--- src/rtl/lcdseq_pkg.sv ---
package lcdseq_pkg;

    // request codes
    localparam logic [2:0] ACT_INIT      = 3'd0;
    localparam logic [2:0] ACT_CLEAR     = 3'd1;
    localparam logic [2:0] ACT_HOME      = 3'd2;
    localparam logic [2:0] ACT_DISP_CTRL = 3'd3;
    localparam logic [2:0] ACT_SET_POS   = 3'd4;
    localparam logic [2:0] ACT_STR_START = 3'd5;
    localparam logic [2:0] ACT_STR_CHAR  = 3'd6;

    // configuration register indexes
    localparam logic [2:0] CFG_FULL_BUS    = 3'd0;
    localparam logic [2:0] CFG_TALL_FONT   = 3'd1;
    localparam logic [2:0] CFG_TWO_ROWS    = 3'd2;
    localparam logic [2:0] CFG_ROW_LEN_16  = 3'd3;
    localparam logic [2:0] CFG_CURSOR_ON   = 3'd4;
    localparam logic [2:0] CFG_CURSOR_BLNK = 3'd5;

    // instruction bytes and bits
    localparam logic [7:0] CMD_CLEAR      = 8'h01;
    localparam logic [7:0] CMD_HOME       = 8'h02;
    localparam logic [7:0] CMD_ENTRY_MODE = 8'h06;
    localparam logic [7:0] CMD_DISP_ON    = 8'h0C;
    localparam logic [7:0] BIT_BLINK      = 8'h01;
    localparam logic [7:0] BIT_CURSOR     = 8'h02;
    localparam logic [7:0] BIT_TALL       = 8'h04;
    localparam logic [7:0] BIT_TWO_ROWS   = 8'h08;
    localparam logic [7:0] BIT_EIGHT_BIT  = 8'h10;
    localparam logic [7:0] CMD_FUNC_SET   = 8'h20;
    localparam logic [7:0] BIT_ROW_TWO    = 8'h40;
    localparam logic [7:0] CMD_SET_DDRAM  = 8'h80;

    // timing in microseconds
    localparam logic [11:0] DELAY_LONG_US   = 12'd1600;
    localparam logic [11:0] DELAY_SHORT_US  = 12'd45;
    localparam logic [11:0] INIT_IDLE_US    = 12'd40;
    localparam logic [11:0] WAIT_NIBBLE_US  = 12'd1;
    localparam logic [11:0] WAIT_BYTE_US    = 12'd1000;
    localparam logic [9:0]  EN_NIBBLE_US    = 10'd1;
    localparam logic [9:0]  EN_BYTE_US      = 10'd1000;

    // init sequence steps
    localparam logic [2:0] INIT_STEP_IDLE  = 3'd0;
    localparam logic [2:0] INIT_STEP_FS1   = 3'd1;
    localparam logic [2:0] INIT_STEP_FS2   = 3'd2;
    localparam logic [2:0] INIT_STEP_DISP  = 3'd3;
    localparam logic [2:0] INIT_STEP_CLEAR = 3'd4;
    localparam logic [2:0] INIT_STEP_ENTRY = 3'd5;
    localparam logic [2:0] INIT_STEP_HOME  = 3'd6;

    localparam int unsigned COUNT_W     = 6;
    localparam int unsigned QUEUE_DEPTH = 2;
    localparam int unsigned QUEUE_PTR_W = $clog2(QUEUE_DEPTH);
    localparam int unsigned QUEUE_CNT_W = $clog2(QUEUE_DEPTH + 1);

    typedef struct packed {
        logic full_bus;
        logic tall_font;
        logic two_rows;
        logic row_len_16;
        logic cursor_on;
        logic cursor_blink;
    } t_cfg;

    // init: a_byte carries function set, b_byte display control
    typedef struct packed {
        logic       is_init;
        logic       has_a;
        logic [7:0] a_byte;
        logic       has_b;
        logic       b_rs;
        logic [7:0] b_byte;
        logic       b_long;
    } t_job;

    typedef struct packed {
        logic        rs;
        logic        strobe;
        logic [7:0]  bus;
        logic [9:0]  en_us;
        logic [11:0] wait_us;
        logic        last;
    } t_xfer;

endpackage

--- src/rtl/lcdseq_front.sv ---
module lcdseq_front #(
    parameter int MAX_STRING_CHARS = 32
) (
    input  logic                i_clk,
    input  logic                i_rst_n,
    input  lcdseq_pkg::t_cfg    i_cfg,
    input  logic                i_accept,
    input  logic [2:0]          i_action,
    input  logic [7:0]          i_position,
    input  logic [7:0]          i_character,
    output logic                o_push,
    output lcdseq_pkg::t_job    o_job
);

    localparam logic [lcdseq_pkg::COUNT_W-1:0] MaxChars =
        lcdseq_pkg::COUNT_W'(MAX_STRING_CHARS);

    logic [lcdseq_pkg::COUNT_W-1:0] r_count;
    logic [lcdseq_pkg::COUNT_W-1:0] n_count;
    logic [4:0] row_len;
    logic [5:0] screen_len;
    logic       pos_ok;
    logic [7:0] pos_byte;
    logic [7:0] fs_byte;
    logic [7:0] dc_byte;
    logic       emits;

    always_comb begin
        row_len    = i_cfg.row_len_16 ? 5'd16 : 5'd8;
        screen_len = i_cfg.two_rows ? {row_len, 1'b0} : {1'b0, row_len};
        pos_ok     = i_position < {2'b00, screen_len};
        if (i_position >= {3'b000, row_len}) begin
            pos_byte = lcdseq_pkg::CMD_SET_DDRAM | lcdseq_pkg::BIT_ROW_TWO
                       | (i_position - {3'b000, row_len});
        end else begin
            pos_byte = lcdseq_pkg::CMD_SET_DDRAM | i_position;
        end

        fs_byte = lcdseq_pkg::CMD_FUNC_SET;
        if (i_cfg.full_bus)  fs_byte = fs_byte | lcdseq_pkg::BIT_EIGHT_BIT;
        if (i_cfg.tall_font) fs_byte = fs_byte | lcdseq_pkg::BIT_TALL;
        if (i_cfg.two_rows)  fs_byte = fs_byte | lcdseq_pkg::BIT_TWO_ROWS;

        dc_byte = lcdseq_pkg::CMD_DISP_ON;
        if (i_cfg.cursor_on) begin
            dc_byte = dc_byte | lcdseq_pkg::BIT_CURSOR;
            if (i_cfg.cursor_blink) dc_byte = dc_byte | lcdseq_pkg::BIT_BLINK;
        end
    end

    always_comb begin
        o_job   = '0;
        emits   = 1'b0;
        n_count = r_count;
        case (i_action)
            lcdseq_pkg::ACT_INIT: begin
                emits        = 1'b1;
                o_job.is_init = 1'b1;
                o_job.has_a  = 1'b1;
                o_job.a_byte = fs_byte;
                o_job.has_b  = 1'b1;
                o_job.b_byte = dc_byte;
            end
            lcdseq_pkg::ACT_CLEAR: begin
                emits        = 1'b1;
                o_job.has_b  = 1'b1;
                o_job.b_byte = lcdseq_pkg::CMD_CLEAR;
                o_job.b_long = 1'b1;
            end
            lcdseq_pkg::ACT_HOME: begin
                emits        = 1'b1;
                o_job.has_b  = 1'b1;
                o_job.b_byte = lcdseq_pkg::CMD_HOME;
                o_job.b_long = 1'b1;
            end
            lcdseq_pkg::ACT_DISP_CTRL: begin
                emits        = 1'b1;
                o_job.has_b  = 1'b1;
                o_job.b_byte = dc_byte;
            end
            lcdseq_pkg::ACT_SET_POS, lcdseq_pkg::ACT_STR_START: begin
                emits        = pos_ok;
                o_job.has_a  = 1'b1;
                o_job.a_byte = pos_byte;
                if (i_action == lcdseq_pkg::ACT_STR_START) n_count = '0;
            end
            lcdseq_pkg::ACT_STR_CHAR: begin
                if (r_count < MaxChars) begin
                    if (i_character == 8'h00) begin
                        n_count = MaxChars;
                    end else begin
                        // wrap onto row two once row one is full
                        emits        = 1'b1;
                        o_job.has_a  = i_cfg.two_rows
                                       && (r_count == {1'b0, row_len});
                        o_job.a_byte = lcdseq_pkg::CMD_SET_DDRAM
                                       | lcdseq_pkg::BIT_ROW_TWO;
                        o_job.has_b  = 1'b1;
                        o_job.b_rs   = 1'b1;
                        o_job.b_byte = i_character;
                        n_count      = r_count + 1'b1;
                    end
                end
            end
            default: begin
                emits = 1'b0;
            end
        endcase
    end

    assign o_push = i_accept && emits;

    always_ff @(posedge i_clk) begin
        if (!i_rst_n) begin
            r_count <= '0;
        end else if (i_accept) begin
            r_count <= n_count;
        end
    end

endmodule

--- src/rtl/lcdseq_queue.sv ---
module lcdseq_queue (
    input  logic             i_clk,
    input  logic             i_rst_n,
    input  logic             i_push,
    input  lcdseq_pkg::t_job i_data,
    input  logic             i_pop,
    output lcdseq_pkg::t_job o_data,
    output logic             o_not_empty,
    output logic             o_full
);

    localparam int unsigned Depth = lcdseq_pkg::QUEUE_DEPTH;
    localparam int unsigned PtrW  = lcdseq_pkg::QUEUE_PTR_W;
    localparam int unsigned CntW  = lcdseq_pkg::QUEUE_CNT_W;
    localparam logic [PtrW-1:0] LastPtr = PtrW'(Depth - 1);
    localparam logic [CntW-1:0] FullCnt = CntW'(Depth);

    lcdseq_pkg::t_job r_mem [Depth];
    logic [PtrW-1:0]  r_wr_ptr;
    logic [PtrW-1:0]  r_rd_ptr;
    logic [CntW-1:0]  r_count;

    assign o_data      = r_mem[r_rd_ptr];
    assign o_not_empty = r_count != '0;
    assign o_full      = r_count == FullCnt;

    always_ff @(posedge i_clk) begin
        if (i_push) r_mem[r_wr_ptr] <= i_data;
    end

    always_ff @(posedge i_clk) begin
        if (!i_rst_n) begin
            r_wr_ptr <= '0;
            r_rd_ptr <= '0;
            r_count  <= '0;
        end else begin
            if (i_push) r_wr_ptr <= (r_wr_ptr == LastPtr) ? '0 : r_wr_ptr + 1'b1;
            if (i_pop)  r_rd_ptr <= (r_rd_ptr == LastPtr) ? '0 : r_rd_ptr + 1'b1;
            if (i_push && !i_pop) r_count <= r_count + 1'b1;
            else if (i_pop && !i_push) r_count <= r_count - 1'b1;
        end
    end

    a_push_counts: assert property (@(posedge i_clk) disable iff (!i_rst_n)
        (i_push && !i_pop) |=> (r_count == $past(r_count) + 1'b1))
        else $error("queue count did not follow a push");
    a_pop_nonempty: assert property (@(posedge i_clk) disable iff (!i_rst_n)
        i_pop |-> (r_count != '0))
        else $error("queue popped while empty");

endmodule

--- src/rtl/lcdseq_back.sv ---
module lcdseq_back (
    input  logic              i_clk,
    input  logic              i_rst_n,
    input  lcdseq_pkg::t_cfg  i_cfg,
    input  lcdseq_pkg::t_job  i_job,
    input  logic              i_job_ready,
    output logic              o_pop,
    input  logic              i_out_stall,
    output logic              o_out_valid,
    output lcdseq_pkg::t_xfer o_xfer
);

    lcdseq_pkg::t_job  r_job;
    logic              r_busy;
    logic [2:0]        r_step;
    logic              r_nib;
    logic              r_out_valid;
    lcdseq_pkg::t_xfer r_xfer;

    logic              idle_step;
    logic              rs;
    logic [7:0]        byte_val;
    logic              long_delay;
    logic [11:0]       delay;
    logic              last_step;
    logic              byte_done;
    logic              can_load;
    logic              advance;
    logic              finish;
    logic [2:0]        start_step;
    lcdseq_pkg::t_xfer xfer;

    // what the current step sends
    always_comb begin
        idle_step  = 1'b0;
        rs         = 1'b0;
        byte_val   = r_job.a_byte;
        long_delay = 1'b0;
        if (r_job.is_init) begin
            last_step = r_step == lcdseq_pkg::INIT_STEP_HOME;
            case (r_step)
                lcdseq_pkg::INIT_STEP_IDLE:  idle_step = 1'b1;
                lcdseq_pkg::INIT_STEP_FS1,
                lcdseq_pkg::INIT_STEP_FS2:   byte_val = r_job.a_byte;
                lcdseq_pkg::INIT_STEP_DISP:  byte_val = r_job.b_byte;
                lcdseq_pkg::INIT_STEP_CLEAR: begin
                    byte_val   = lcdseq_pkg::CMD_CLEAR;
                    long_delay = 1'b1;
                end
                lcdseq_pkg::INIT_STEP_ENTRY: byte_val = lcdseq_pkg::CMD_ENTRY_MODE;
                lcdseq_pkg::INIT_STEP_HOME: begin
                    byte_val   = lcdseq_pkg::CMD_HOME;
                    long_delay = 1'b1;
                end
                default: idle_step = 1'b1;
            endcase
        end else begin
            last_step = r_step[0] || !r_job.has_b;
            if (r_step[0]) begin
                rs         = r_job.b_rs;
                byte_val   = r_job.b_byte;
                long_delay = r_job.b_long;
            end
        end

        delay     = long_delay ? lcdseq_pkg::DELAY_LONG_US : lcdseq_pkg::DELAY_SHORT_US;
        byte_done = idle_step || i_cfg.full_bus || r_nib;

        xfer.rs     = rs;
        xfer.strobe = !idle_step;
        xfer.last   = last_step && byte_done;
        if (idle_step) begin
            xfer.bus     = 8'h00;
            xfer.en_us   = 10'd0;
            xfer.wait_us = lcdseq_pkg::INIT_IDLE_US;
        end else if (i_cfg.full_bus) begin
            xfer.bus     = byte_val;
            xfer.en_us   = lcdseq_pkg::EN_BYTE_US;
            xfer.wait_us = lcdseq_pkg::WAIT_BYTE_US + delay;
        end else if (!r_nib) begin
            xfer.bus     = {4'h0, byte_val[7:4]};
            xfer.en_us   = lcdseq_pkg::EN_NIBBLE_US;
            xfer.wait_us = lcdseq_pkg::WAIT_NIBBLE_US;
        end else begin
            xfer.bus     = {4'h0, byte_val[3:0]};
            xfer.en_us   = lcdseq_pkg::EN_NIBBLE_US;
            xfer.wait_us = lcdseq_pkg::WAIT_NIBBLE_US + delay;
        end
    end

    assign can_load   = !r_out_valid || !i_out_stall;
    assign advance    = r_busy && can_load;
    assign finish     = advance && xfer.last;
    assign o_pop      = i_job_ready && (!r_busy || finish);
    assign start_step = (i_job.is_init || i_job.has_a) ? 3'd0 : 3'd1;

    always_ff @(posedge i_clk) begin
        if (!i_rst_n) begin
            r_busy      <= 1'b0;
            r_step      <= '0;
            r_nib       <= 1'b0;
            r_out_valid <= 1'b0;
        end else begin
            if (o_pop) begin
                r_busy <= 1'b1;
                r_step <= start_step;
                r_nib  <= 1'b0;
            end else if (finish) begin
                r_busy <= 1'b0;
            end else if (advance) begin
                if (byte_done) begin
                    r_step <= r_step + 1'b1;
                    r_nib  <= 1'b0;
                end else begin
                    r_nib <= 1'b1;
                end
            end
            if (can_load) r_out_valid <= r_busy;
        end
    end

    always_ff @(posedge i_clk) begin
        if (o_pop) r_job <= i_job;
        if (advance) r_xfer <= xfer;
    end

    assign o_out_valid = r_out_valid;
    assign o_xfer      = r_xfer;

    a_short_job_steps: assert property (@(posedge i_clk) disable iff (!i_rst_n)
        (r_busy && !r_job.is_init) |-> (r_step <= 3'd1))
        else $error("request job ran past its second byte");
    a_nibble_half_mode: assert property (@(posedge i_clk) disable iff (!i_rst_n)
        (r_busy && r_nib) |-> !i_cfg.full_bus)
        else $error("low nibble phase in eight-bit mode");

endmodule

--- src/rtl/char_lcd_command_sequencer_core.sv ---
// character lcd command sequencer: each host request (init, clear, home, display
// control, set position, string start, string char) becomes the lcd bus words it
// needs, each with rs, a nibble or byte, enable high time and wait time in
// microseconds; the last word of a request carries o_last_transfer. a front end
// takes one request per cycle while the job queue has room, resolves positions
// and the string counter, and drops requests that send nothing; a two-entry job
// queue feeds a back end that sends one bus word per cycle while the output is
// not stalled. a request sends 1 to 13 words (two per byte in four-bit mode, one
// in eight-bit mode, init adds one idle word); the back end's registered output
// sets the sustained rate.
// requests keep being taken while the queue has room, even with a word stalled.
// configuration writes are meant for idle periods only
module char_lcd_command_sequencer_core #(
    parameter int MAX_STRING_CHARS = 32
) (
    input  logic        i_clk,
    input  logic        i_rst_n,
    // configuration write port
    input  logic        i_cfg_we,
    input  logic [2:0]  i_cfg_index,
    input  logic        i_cfg_data,
    // request channel
    input  logic        i_in_valid,
    output logic        o_in_stall,
    input  logic [2:0]  i_action,
    input  logic [7:0]  i_position,
    input  logic [7:0]  i_character,
    // bus word channel
    output logic        o_out_valid,
    input  logic        i_out_stall,
    output logic        o_reg_select,
    output logic        o_strobe_res,
    output logic [7:0]  o_bus_value,
    output logic [9:0]  o_enable_us,
    output logic [11:0] o_wait_us,
    output logic        o_last_transfer
);

    lcdseq_pkg::t_cfg  r_cfg;
    lcdseq_pkg::t_job  front_job;
    lcdseq_pkg::t_job  queue_job;
    lcdseq_pkg::t_xfer back_xfer;
    logic              in_accept;
    logic              push;
    logic              pop;
    logic              queue_not_empty;
    logic              queue_full;

    // configuration registers, unknown indexes are ignored
    always_ff @(posedge i_clk) begin
        if (!i_rst_n) begin
            r_cfg.full_bus     <= 1'b0;
            r_cfg.tall_font    <= 1'b0;
            r_cfg.two_rows     <= 1'b1;
            r_cfg.row_len_16   <= 1'b1;
            r_cfg.cursor_on    <= 1'b0;
            r_cfg.cursor_blink <= 1'b0;
        end else if (i_cfg_we) begin
            case (i_cfg_index)
                lcdseq_pkg::CFG_FULL_BUS:    r_cfg.full_bus     <= i_cfg_data;
                lcdseq_pkg::CFG_TALL_FONT:   r_cfg.tall_font    <= i_cfg_data;
                lcdseq_pkg::CFG_TWO_ROWS:    r_cfg.two_rows     <= i_cfg_data;
                lcdseq_pkg::CFG_ROW_LEN_16:  r_cfg.row_len_16   <= i_cfg_data;
                lcdseq_pkg::CFG_CURSOR_ON:   r_cfg.cursor_on    <= i_cfg_data;
                lcdseq_pkg::CFG_CURSOR_BLNK: r_cfg.cursor_blink <= i_cfg_data;
                default: ;
            endcase
        end
    end

    // the front end only stalls when the job queue is full
    assign o_in_stall = queue_full;
    assign in_accept  = i_in_valid && !queue_full;

    lcdseq_front #(
        .MAX_STRING_CHARS (MAX_STRING_CHARS)
    ) u_front (
        .i_clk       (i_clk),
        .i_rst_n     (i_rst_n),
        .i_cfg       (r_cfg),
        .i_accept    (in_accept),
        .i_action    (i_action),
        .i_position  (i_position),
        .i_character (i_character),
        .o_push      (push),
        .o_job       (front_job)
    );

    lcdseq_queue u_queue (
        .i_clk       (i_clk),
        .i_rst_n     (i_rst_n),
        .i_push      (push),
        .i_data      (front_job),
        .i_pop       (pop),
        .o_data      (queue_job),
        .o_not_empty (queue_not_empty),
        .o_full      (queue_full)
    );

    lcdseq_back u_back (
        .i_clk       (i_clk),
        .i_rst_n     (i_rst_n),
        .i_cfg       (r_cfg),
        .i_job       (queue_job),
        .i_job_ready (queue_not_empty),
        .o_pop       (pop),
        .i_out_stall (i_out_stall),
        .o_out_valid (o_out_valid),
        .o_xfer      (back_xfer)
    );

    assign o_reg_select    = back_xfer.rs;
    assign o_strobe_res    = back_xfer.strobe;
    assign o_bus_value     = back_xfer.bus;
    assign o_enable_us     = back_xfer.en_us;
    assign o_wait_us       = back_xfer.wait_us;
    assign o_last_transfer = back_xfer.last;

    // a word may only be withdrawn after it was taken
    a_word_held: assert property (@(posedge i_clk) disable iff (!i_rst_n)
        ($fell(o_out_valid) && $past(i_rst_n)) |-> !$past(i_out_stall))
        else $error("bus word dropped while stalled");

endmodule
--- config.mk ---
export PLATFORM = sky130hd
export DESIGN_NAME = char_lcd_command_sequencer_core
export DESIGN_NICKNAME = d
export VERILOG_FILES = /design/src/rtl/lcdseq_pkg.sv /design/src/rtl/lcdseq_front.sv /design/src/rtl/lcdseq_queue.sv /design/src/rtl/lcdseq_back.sv /design/src/rtl/char_lcd_command_sequencer_core.sv
export SDC_FILE = /design/constraint.sdc
export NUM_CORES = 1
export LEC_CHECK = 0
export ABC_AREA = 1
export CORE_MARGIN = 3
export CORE_UTILIZATION = 40
export DETAILED_ROUTE_END_ITERATION = 6
export DONT_BUFFER_PORTS = 1
export GPL_TIMING_DRIVEN = 0
export PLACE_DENSITY = 0.54
export SYNTH_ARGS = -nofsm -noshare
export SYNTH_HDL_FRONTEND = slang
export SYNTH_SLANG_ARGS = --single-unit
--- constraint.sdc ---
create_clock -name i_clk -period 3.2 [get_ports i_clk]
set_clock_uncertainty 0.2 [all_clocks]
set_input_delay 0.64 -clock i_clk [delete_from_list [all_inputs] [get_ports i_clk]]
set_output_delay 0.64 -clock i_clk [all_outputs]
set_load 0.02 [all_outputs]
==> results of run 1 <==
power by group through the flow:
stage	clock network, W	logic (W)	registers [W]
after floorplan	0	0.00104	0.00217
after global placement	0	0.00127	0.00222
after detailed placement	0	0.00131	0.00223
final	0.00116	0.00129	0.00219
after CTS	0.00120	0.00132	0.00220
after global routing	0.00126	0.00149	0.00223
layout make-up:
cell class	count	share of cell area [%]
multi-input combinational	283	29.88
tap	168	3.772
inverter	75	5.119
timing repair buffer	1	0.2694
buffer	14	1.729
clock buffer	9	4.041
clock inverter	7	1.661
sequential	107	53.52
logic make-up after synthesis:
kind of cell               count (synthesis)  synth area share, %
AOI/OAI and AO/OA                         74                8.513
DFF                                      107                59.69
adders and majority gates                 15                3.906
and+or+nand+nor                          168                15.62
xor gates and xnor gates                   2               0.3506
buffers and inverters                     89                7.561
other                                      1              0.07504
muxes                                     19                4.282
sequential cells by signal (all words and copies together), names as in the netlist, named ones only:
register,count
u_queue.r_mem,42
u_back.o_xfer,22
u_back.r_job,20
r_cfg,6
u_front.r_count,6
u_back.r_step,3
u_queue.r_count,2
u_back.o_out_valid,1
u_back.r_busy,1
u_back.r_nib,1
u_queue.r_rd_ptr,1
u_queue.r_wr_ptr,1
metrics by stage:
| step | setup TNS (ps) | instance area [µm²] |
|---|---|---|
| detailed placement | 0 | 5244 |
| finish | 0 | 5573 |
| CTS | 0 | 5562 |
| floorplan | 0 | 5016 |
| global route | 0 | 5573 |
| global placement | -10530 | 5226 |
worst min path at each step:
stage / startpoint / end / cells past startpoint
final: i_rst_n / u_back.r_step[2] / 2
after global routing: i_rst_n / u_back.r_step[2] / 2
after CTS: i_rst_n / u_back.r_step[2] / 2
after detailed placement: u_queue.r_rd_ptr / u_queue.r_rd_ptr / 1
after global placement: u_queue.r_rd_ptr / u_queue.r_rd_ptr / 1
after floorplan: u_queue.r_rd_ptr / flop / 1
Yosys cell counts, types with 2 or more instances:
library cell | count | area, µm²
a21oi_2 | 2 | 17.52
edfxtp_1 | 84 | 2522
nand2_2 | 2 | 12.51
a21oi_1 | 27 | 135.1
a311oi_1 | 2 | 17.52
buf_2 | 2 | 10.01
nand3_1 | 23 | 115.1
buf_4 | 11 | 82.58
mux2_2 | 19 | 214.0
inv_2 | 4 | 15.01
dfxtp_1 | 23 | 460.4
inv_1 | 71 | 266.5
ha_1 | 14 | 175.2
nand2_1 | 67 | 251.5
nand4_1 | 12 | 75.07
nand2_4 | 3 | 33.78
xor2_1 | 2 | 17.52
o22ai_1 | 3 | 18.77
nor3b_1 | 2 | 15.01
nand3_4 | 2 | 35.03
a211oi_1 | 2 | 15.01
o21ai_0 | 29 | 145.1
nor2_1 | 51 | 191.4
worst max-delay path: cells and delay by family, from the launching register on:
kind          cells  cell delay, ps
flops             1             390
fa+ha+maj         2             560
buf+inv           4             690
simple gates      5             550
routing by layer:
| metal | share of wire (%) | track usage (%) | vias to the layer above |
|---|---|---|---|
| li1 | - | - | 1641 |
| met1 | 46 | 18.44 | 1482 |
| met2 | 47 | 22.53 | 85 |
| met3 | 5.3 | 4.517 | 11 |
| met4 | 1.5 | 5.348 | 0 |
| met5 | 0 | 0 | - |
==> run metrics, run 1 <==
worst reg2reg setup slack=380 ps; diode count=0; first-pass iteration count of the detailed router=5; commonest non-fill, non-tap cells in the layout=edfxtp_1, inv_1, nand2_1; commonest non-fill, non-tap cell in the layout=edfxtp_1; critical path startpoint category=flop; RSZ-0062 raised after global routing=no; GP Congestion=0.8133; fin cells=approximately 660; Worst R2R End=u_queue.r_mem[1][15]; vias in the first global route=3133; Post-CTS Resized=0; HP Class=input pin to flop; Iter 0 DRT Violations=around 180; PwrDens=833.4 nW/µm²; synth warn=0; CP Data Arrival Time=about 2600 ps; final hold slack=just over 200 ps; Port Buf Inserts=0; final worst slack=~380 ps; crit path time final=2820 ps; Tot GR Track Use=between 10% and 20%; layout cells sized above 1=14.31%; dpl hpwl=roughly 7000 µm; worst slew pin tran=a little under 800 ps; antenna viol nets, final=0; WL final=about 9200 µm; num ports=63; vias per cell=between 4 and 5; Worst R2R Path Depth=11; TritonCTS buffer count=9; CTS H-tree depth=3; Fin. Hold Viols=0; Die Ht=~120 µm; worst path required time=roughly 2900 ps; ys flop type=edfxtp_1; final core occ=about 46%; Fill cells=~1.2k; P_leak=~2.2 nW; final setup fails=0; register share of total power=a little under half; later-pin clock latency in the skew report=roughly 350 ps; Post-synth EDFFs=84; slowest stage delay, CP=about 430 ps; grt ovf=0; Total Power=0.004644 W; WL/cell=approximately 14 µm; R2R Path Start=r_cfg[2]; residual DRC count=0; Placement Rows=40; flops & latches, synth=107; CP startpoint=r_cfg[2]; VDD IR max=approximately 0.24 mV; Final Max Tran Viols=0; sequential-to-total area share from yosys stat=a little under 60%; Post-Place Setup Slack=about 47 ps; Die X=roughly 120 µm; Net Sw Frac=about 34%; Worst Path Max Fanout=21; Final Cycle Share=between 80% and 90%; CP dominant cell by count=inv_1; Critical Path, Cell by Cell=inv_1 -> ha_1 -> inv_1 -> ha_1 -> nand4_1 -> nand4_1 -> nand3_1 -> nand2_1 -> inv_1 -> nand2_1 -> clkinvlp_4; CP endpoint kind=flop; count of cell types in the netlist=roughly 40; via count=3219; switching pwr=around 0.0016 W; nets=~530; antenna violations before repair=0; share of total power in combinational logic=~28%; end of the critical path=u_queue.r_mem[1][15]; Initial Util=between 40% and 50%; Netlist Area Pre-Place=4997 µm²; Hold-fix buffers, CTS=0; register area=2983 µm²; area grow syn2layout=11.52%; P_int=approximately 0.0031 W; Reg clk slew, reported paths=approximately 70 ps; CTS max path bufs=2; average cell area after synthesis=between 10 and 15 µm²; clock tree sinks=roughly 110; die area=approximately 14000 µm²; fmax=354.6 MHz; clock share of power=24.9%; max-cap viol count=0; Inst Count DP=648; area taken by multi-input logic gates=roughly 1700 µm²; Setup Fix Bufs, Post-CTS=0; CTS tree=yes; Syn Inst Count=approximately 480; CP Class=flop to flop; clock root buffer=clkbuf_16; FFs w/ async S/R, synth=0%; core box area=approximately 12000 µm²; Slowest cell on crit path=clkinvlp_4; outcome=finished clean; Slew headroom=around 48%; first-pass GRT wire length=around 16000 µm; largest net degree at the start of global routing=26
No activity file was read; power rests on OpenSTA's default activity.
==> inputs of run 2 (changes only) <==
CORE_UTILIZATION = 50   (was 40)
PLACE_DENSITY = 0.63   (was 0.54)
clock period = 3.64 ns   (was 3.2 ns; I/O delays follow)
==> run metrics, run 2 (same netlist as run 1, synthesis figures left out) <==
antenna viol nets, final=0 (unchanged); Tot GR Track Use=16.37% (was 14.27%); Slew headroom=43.96% (was 47.68%); Fin. Hold Viols=0 (unchanged); CTS tree=yes (unchanged); worst path required time=3430 ps (was 2940 ps); Net Sw Frac=36.67% (was 34.30%); HP Class=input pin to flop (unchanged); PwrDens=705.8 nW/µm² (was 833.4 nW/µm²); grt ovf=0 (unchanged); Setup Fix Bufs, Post-CTS=0 (unchanged); layout cells sized above 1=14.49% (was 14.31%); fmax=340.0 MHz (was 354.6 MHz); switching pwr=0.001405 W (was 0.001593 W); crit path time final=2941 ps (was 2820 ps); CTS H-tree depth=3 (unchanged); clock share of power=19.9% (was 24.9%); antenna violations before repair=0 (unchanged); later-pin clock latency in the skew report=350 ps (about the same); vias per cell=5.149 (was 4.848); RSZ-0062 raised after global routing=no (unchanged); max-cap viol count=0 (unchanged); GP Congestion=0.8668 (was 0.8133); core box area=9459 µm² (was 12110 µm²); Fill cells=838 (was 1162); CP Class=flop to flop (unchanged); area taken by multi-input logic gates=1658 µm² (was 1665 µm²); TritonCTS buffer count=9 (unchanged); hold path start=i_rst_n (unchanged); clock tree sinks=107 (unchanged); share of total power in combinational logic=29.9% (was 27.8%); WL/cell=14.31 µm (was 13.89 µm); final setup fails=0 (unchanged); nets=535 (was 534); WL final=8958 µm (was 9220 µm); CP startpoint=r_cfg[2] (unchanged); first-pass GRT wire length=14560 µm (was 15680 µm); vias in the first global route=3084 (was 3133); Critical Path, Cell by Cell=inv_1 -> ha_1 -> inv_1 -> ha_1 -> nand4_1 -> nand4_1 -> nand3_1 -> nand2_1 -> inv_1 -> nand2_1 -> inv_1 (was inv_1 -> ha_1 -> inv_1 -> ha_1 -> nand4_1 -> nand4_1 -> nand3_1 -> nand2_1 -> inv_1 -> nand2_1 -> clkinvlp_4); Port Buf Inserts=0 (unchanged); P_int=0.002427 W (was 0.003051 W); register with the most flip-flops=u_queue.r_mem (unchanged); Iter 0 DRT Violations=108 (was 176); CP endpoint kind=flop (unchanged); clock root buffer=clkbuf_8 (was clkbuf_16); Die X=106.0 µm (was 117.8 µm); Initial Util=52.83% (was 41.26%); worst slew pin tran=839.7 ps (was 783.0 ps); commonest non-fill, non-tap cell in the layout=edfxtp_1 (unchanged); outcome=finished clean (unchanged); Die Ht=106.0 µm (was 117.8 µm); VDD IR max=0.3195 mV (was 0.2355 mV); area grow syn2layout=8.638% (was 11.52%); first-pass iteration count of the detailed router=4 (was 5); die area=11230 µm² (was 13870 µm²); Placement Rows=35 (was 40); Post-Place Setup Slack=478.6 ps (was 47.30 ps); slowest stage delay, CP=610 ps (was 430 ps); Final Max Tran Viols=0 (unchanged); commonest non-fill, non-tap cells in the layout=edfxtp_1, inv_1, nand2_1 (unchanged); R2R Path Start=r_cfg[2] (unchanged); Slowest cell on crit path=inv_1 (was clkinvlp_4); Total Power=0.003832 W (was 0.004644 W); diode count=0 (unchanged); CP dominant cell by count=inv_1 (unchanged); num ports=63 (unchanged); critical path startpoint category=flop (unchanged); Worst Path Max Fanout=21 (unchanged); CP Data Arrival Time=2730 ps (was 2560 ps); dpl hpwl=6839 µm (was 6946 µm); Final Cycle Share=80.79% (was 88.13%); register share of total power=50.2% (was 47.2%); largest net degree at the start of global routing=25 (was 26); residual DRC count=0 (unchanged); Reg clk slew, reported paths=110 ps (was 70 ps); CTS max path bufs=2 (unchanged); Hold-fix buffers, CTS=0 (unchanged); P_leak=2.189 nW (was 2.212 nW); register area=2983 µm² (unchanged); Largest register FFs=42 (unchanged); Post-CTS Resized=0 (unchanged); final worst slack=699.1 ps (was 380.0 ps); via count=3223 (was 3219)
run 2: path summary, 6_finish.rpt:
| check | slack, ps | end | cells after the start |
|---|---|---|---|
| max | 700 | u_queue.r_mem[1][15] | 11 |
| min | 280 | u_back.r_step[2] | 2 |
| max reg2reg | 700 | u_queue.r_mem[1][15] | 11 |
| min reg2reg | 290 | r_cfg[0] | 2 |
run 2: layer usage:
layer	wire length, µm	global-route usage [%]
met5	0	0
met4	68	3.885
met3	387	4.129
met2	4408	28.28
met1	4094	20.76
run 2: power groups by stage:
stage                     sequential (W)  combinational (W)  clock [W]
after floorplan                  0.00191           0.000917          0
after global placement           0.00195            0.00111          0
after detailed placement         0.00195            0.00115          0
after CTS                        0.00193            0.00116   0.000786
after global routing             0.00195            0.00130   0.000831
final                            0.00192            0.00115   0.000762
run 2: area by class of cell:
cell class	instances	area share, %
flip-flops and latches	107	54.94
multi-input cells	283	30.54
inverters	75	5.186
well taps	129	2.973
clock buffers	9	2.282
plain buffers	14	1.775
clock inverters	7	1.752
repair buffers	2	0.5531
run 2: per-stage QoR:
| stage | cells | TNS [ps] | hold slack, ps | utilization [%] | area (µm²) |
|---|---|---|---|---|---|
| after floorplan | 479 | 0 | 231.5 | - | 5012 |
| after global placement | 608 | -4382 | 242.4 | 54.70 | 5174 |
| after detailed placement | 610 | 0 | 259.2 | 55.08 | 5210 |
| after CTS | 626 | 0 | 256.8 | 57.39 | 5429 |
| after global routing | 626 | 0 | 258.1 | 57.39 | 5429 |
| final | 626 | 0 | 280.3 | 57.39 | 5429 |
run 2: critical path: cells and delay by family (launching register included):
family	cells	cell delay, ps
flops	1	410
buf+inv	4	920
simple gates	5	480
fa+ha+maj	2	570
==> inputs of run 3 (changes only) <==
ABC_AREA = 0   (was 1)
clock period = 2.8 ns   (was 3.64 ns; I/O delays follow)
==> run metrics, run 3 <==
outcome=finished clean (unchanged); clock tree sinks=107 (unchanged); Fill cells=801 (was 838); CP Data Arrival Time=2820 ps (was 2730 ps); residual DRC count=0 (unchanged); CTS max path bufs=2 (unchanged); CTS tree=yes (unchanged); Reg clk slew, reported paths=120 ps (was 110 ps); clock root buffer=clkbuf_8 (unchanged); RSZ-0062 raised after global routing=yes (was no); later-pin clock latency in the skew report=370 ps (was 350 ps); Die X=105.9 µm (was 106.0 µm); worst slew pin tran=725.0 ps (was 839.7 ps); P_int=0.003218 W (was 0.002427 W); CTS H-tree depth=3 (unchanged); switching pwr=0.001597 W (was 0.001405 W); synth warn=0 (unchanged); TritonCTS buffer count=9 (unchanged); Die Ht=105.9 µm (was 106.0 µm); first-pass iteration count of the detailed router=4 (unchanged); antenna viol nets, final=0 (unchanged); FFs w/ async S/R, synth=0% (unchanged); top cell type's share of synthesized area=50.56% (was 50.48%); count of cell types in the netlist=66 (was 41); Initial Util=52.74% (was 52.83%); most common cell in the synthesized netlist=edfxtp_1 (unchanged); Port Buf Inserts=0 (unchanged); area grow syn2layout=11.34% (was 8.638%); average cell area after synthesis=12.50 µm² (was 10.52 µm²); max-cap viol count=0 (unchanged); Worst Path Max Fanout=4 (was 21); Tot GR Track Use=16.87% (was 16.37%); P_leak=1.995 nW (was 2.189 nW); ys flop type=edfxtp_1 (unchanged); Hold-fix buffers, CTS=0 (unchanged); via count=3011 (was 3223); sequential-to-total area share from yosys stat=59.79% (was 59.69%); clock share of power=22.9% (was 19.9%); vias in the first global route=2917 (was 3084); largest area contributor in the netlist=edfxtp_1 (unchanged); CP Class=flop to flop (unchanged); share of total power in combinational logic=25.8% (was 29.9%); Slew headroom=51.29% (was 43.96%); die area=11210 µm² (was 11230 µm²); Netlist Area Pre-Place=4989 µm² (was 4997 µm²); WL/cell=16.51 µm (was 14.31 µm); commonest non-fill, non-tap cells in the layout=edfxtp_1, nor2_1, inv_1, dfxtp_1, mux2_2 (was edfxtp_1, inv_1, nand2_1); register share of total power=51.3% (was 50.2%); diode count=0 (unchanged); Total Power=0.004815 W (was 0.003832 W); final setup fails=0 (unchanged); design area=5554 µm² (was 5429 µm²); fmax=368.0 MHz (was 340.0 MHz); top cells by area, synth=edfxtp_1, dfxtp_1, mux2_2 (was edfxtp_1, dfxtp_1, inv_1); worst path required time=2900 ps (was 3430 ps); antenna violations before repair=0 (unchanged); flops & latches, synth=107 (unchanged); largest net degree at the start of global routing=23 (was 25); GP Congestion=0.7964 (was 0.8668); layout cells sized above 1=19.86% (was 14.49%); setup TNS=0 ps (unchanged); Final Cycle Share=97.05% (was 80.79%); num ports=63 (unchanged); vias per cell=5.406 (was 5.149); critical path startpoint category=flop (unchanged); Fin. Hold Viols=0 (unchanged); commonest non-fill, non-tap cell in the layout=edfxtp_1 (unchanged); Net Sw Frac=33.16% (was 36.67%); Largest register FFs=42 (unchanged); Syn Inst Count=399 (was 475); Post-synth top cells=edfxtp_1, nor2_1, dfxtp_1, inv_1, mux2_2 (was edfxtp_1, inv_1, nand2_1); CP endpoint kind=flop (unchanged); PwrDens=867.0 nW/µm² (was 705.8 nW/µm²); Post-DP Area=5185 µm² (was 5210 µm²); first-pass GRT wire length=14900 µm (was 14560 µm); HP Class=input pin to flop (unchanged); core box area=9459 µm² (unchanged); WL final=9197 µm (was 8958 µm); grt ovf=0 (unchanged); Final Max Tran Viols=0 (unchanged); Placement Rows=35 (unchanged); nets=466 (was 535); Post-synth EDFFs=84 (unchanged); VDD IR max=0.3170 mV (was 0.3195 mV); crit path time final=2717 ps (was 2941 ps); dpl hpwl=6502 µm (was 6839 µm); Iter 0 DRT Violations=106 (was 108); register with the most flip-flops=u_queue.r_mem (unchanged)
[run 3: cell count changes after synthesis, moves of 7 or more]
cell	before	now
a21oi_1	27	7
a221oi_1	0	8
and2_1	0	7
inv_1	71	23
mux2i_1	0	13
nand2_1	67	19
nand3_1	23	10
nand4_1	12	0
nor2_1	51	36
nor2b_1	0	10
o21ai_0	29	9
[run 3: per-stage QoR]
stage                     hold WS [ps]  cells  worst slack, ps  util, %
after detailed placement         292.1    533           -572.1    54.81
final                            112.2    557            82.64    58.72
after global routing             112.1    557           -51.47    58.72
after global placement           284.3    532           -458.3    54.63
after CTS                        96.74    554            22.56    57.99
after floorplan                  261.3    403            47.81        -
[run 3: cells by family (layout without fill, tap and decap cells)]
family	Yosys count	count (layout)	synth area share, %
buf+inv	48	72	4.640
xor+xnor	9	9	1.580
mux	33	33	7.123
fa+ha+maj	15	15	3.913
flops	107	107	59.79
other cells	1	5	0.07517
simple gates	124	125	13.49
compound gates	62	62	9.381
[run 3: worst paths after layout]
check / startpoint / to / slack (ps) / depth (start not counted)
max reg2reg: r_cfg[3] / u_queue.r_count[1] / 80 / 10
min reg2reg: u_queue.r_rd_ptr / u_queue.r_rd_ptr / 320 / 2
max: r_cfg[3] / u_queue.r_count[1] / 80 / 10
min: i_cfg_data / r_cfg[2] / 110 / 2
[run 3: area by class of cell]
cell class / count / area [µm²] / share of cell area [%]
sequential: 107 / 2988 / 53.80
tap: 129 / 161.4 / 2.906
clock buffer: 9 / 123.9 / 2.230
timing repair inverter: 1 / 7.507 / 0.1352
inverter: 23 / 90.09 / 1.622
clock inverter: 7 / 118.9 / 2.140
timing repair buffer: 7 / 85.08 / 1.532
multi-input combinational: 249 / 1834 / 33.03
buffer: 25 / 145.1 / 2.613
[run 3: power groups by stage]
stage	registers [W]	logic, W	clock network (W)
final	0.00247	0.00124	0.00110
after detailed placement	0.00251	0.00115	0
after CTS	0.00248	0.00120	0.00113
after floorplan	0.00246	0.000903	0
after global placement	0.00251	0.00109	0
after global routing	0.00251	0.00138	0.00119
[run 3: metal layers]
layer	part of all wire [%]	up-vias	track usage, %
li1	-	1493	-
met4	0.76	0	5.735
met3	4.2	7	3.797
met5	0	-	0
met1	46	1433	22.10
met2	49	78	27.73
[run 3: critical path: stages, from the launching register on]
cell and delay [ps]:
dfxtp_2 400, inv_1 90, ha_1 270, inv_1 40
ha_1 260, o21ai_1 130, o211ai_1 160, a31oi_4 340
ha_4 260, or3_1 360, a21oi_1 150
[run 3: repair_timing]
action | CTS | global route
pin swaps | 3 | 1
gates cloned | 1 | 1
resized for setup | 8 | 6
endpoints found under the setup margin | 63 | 48
buffers inserted | 4 | 2
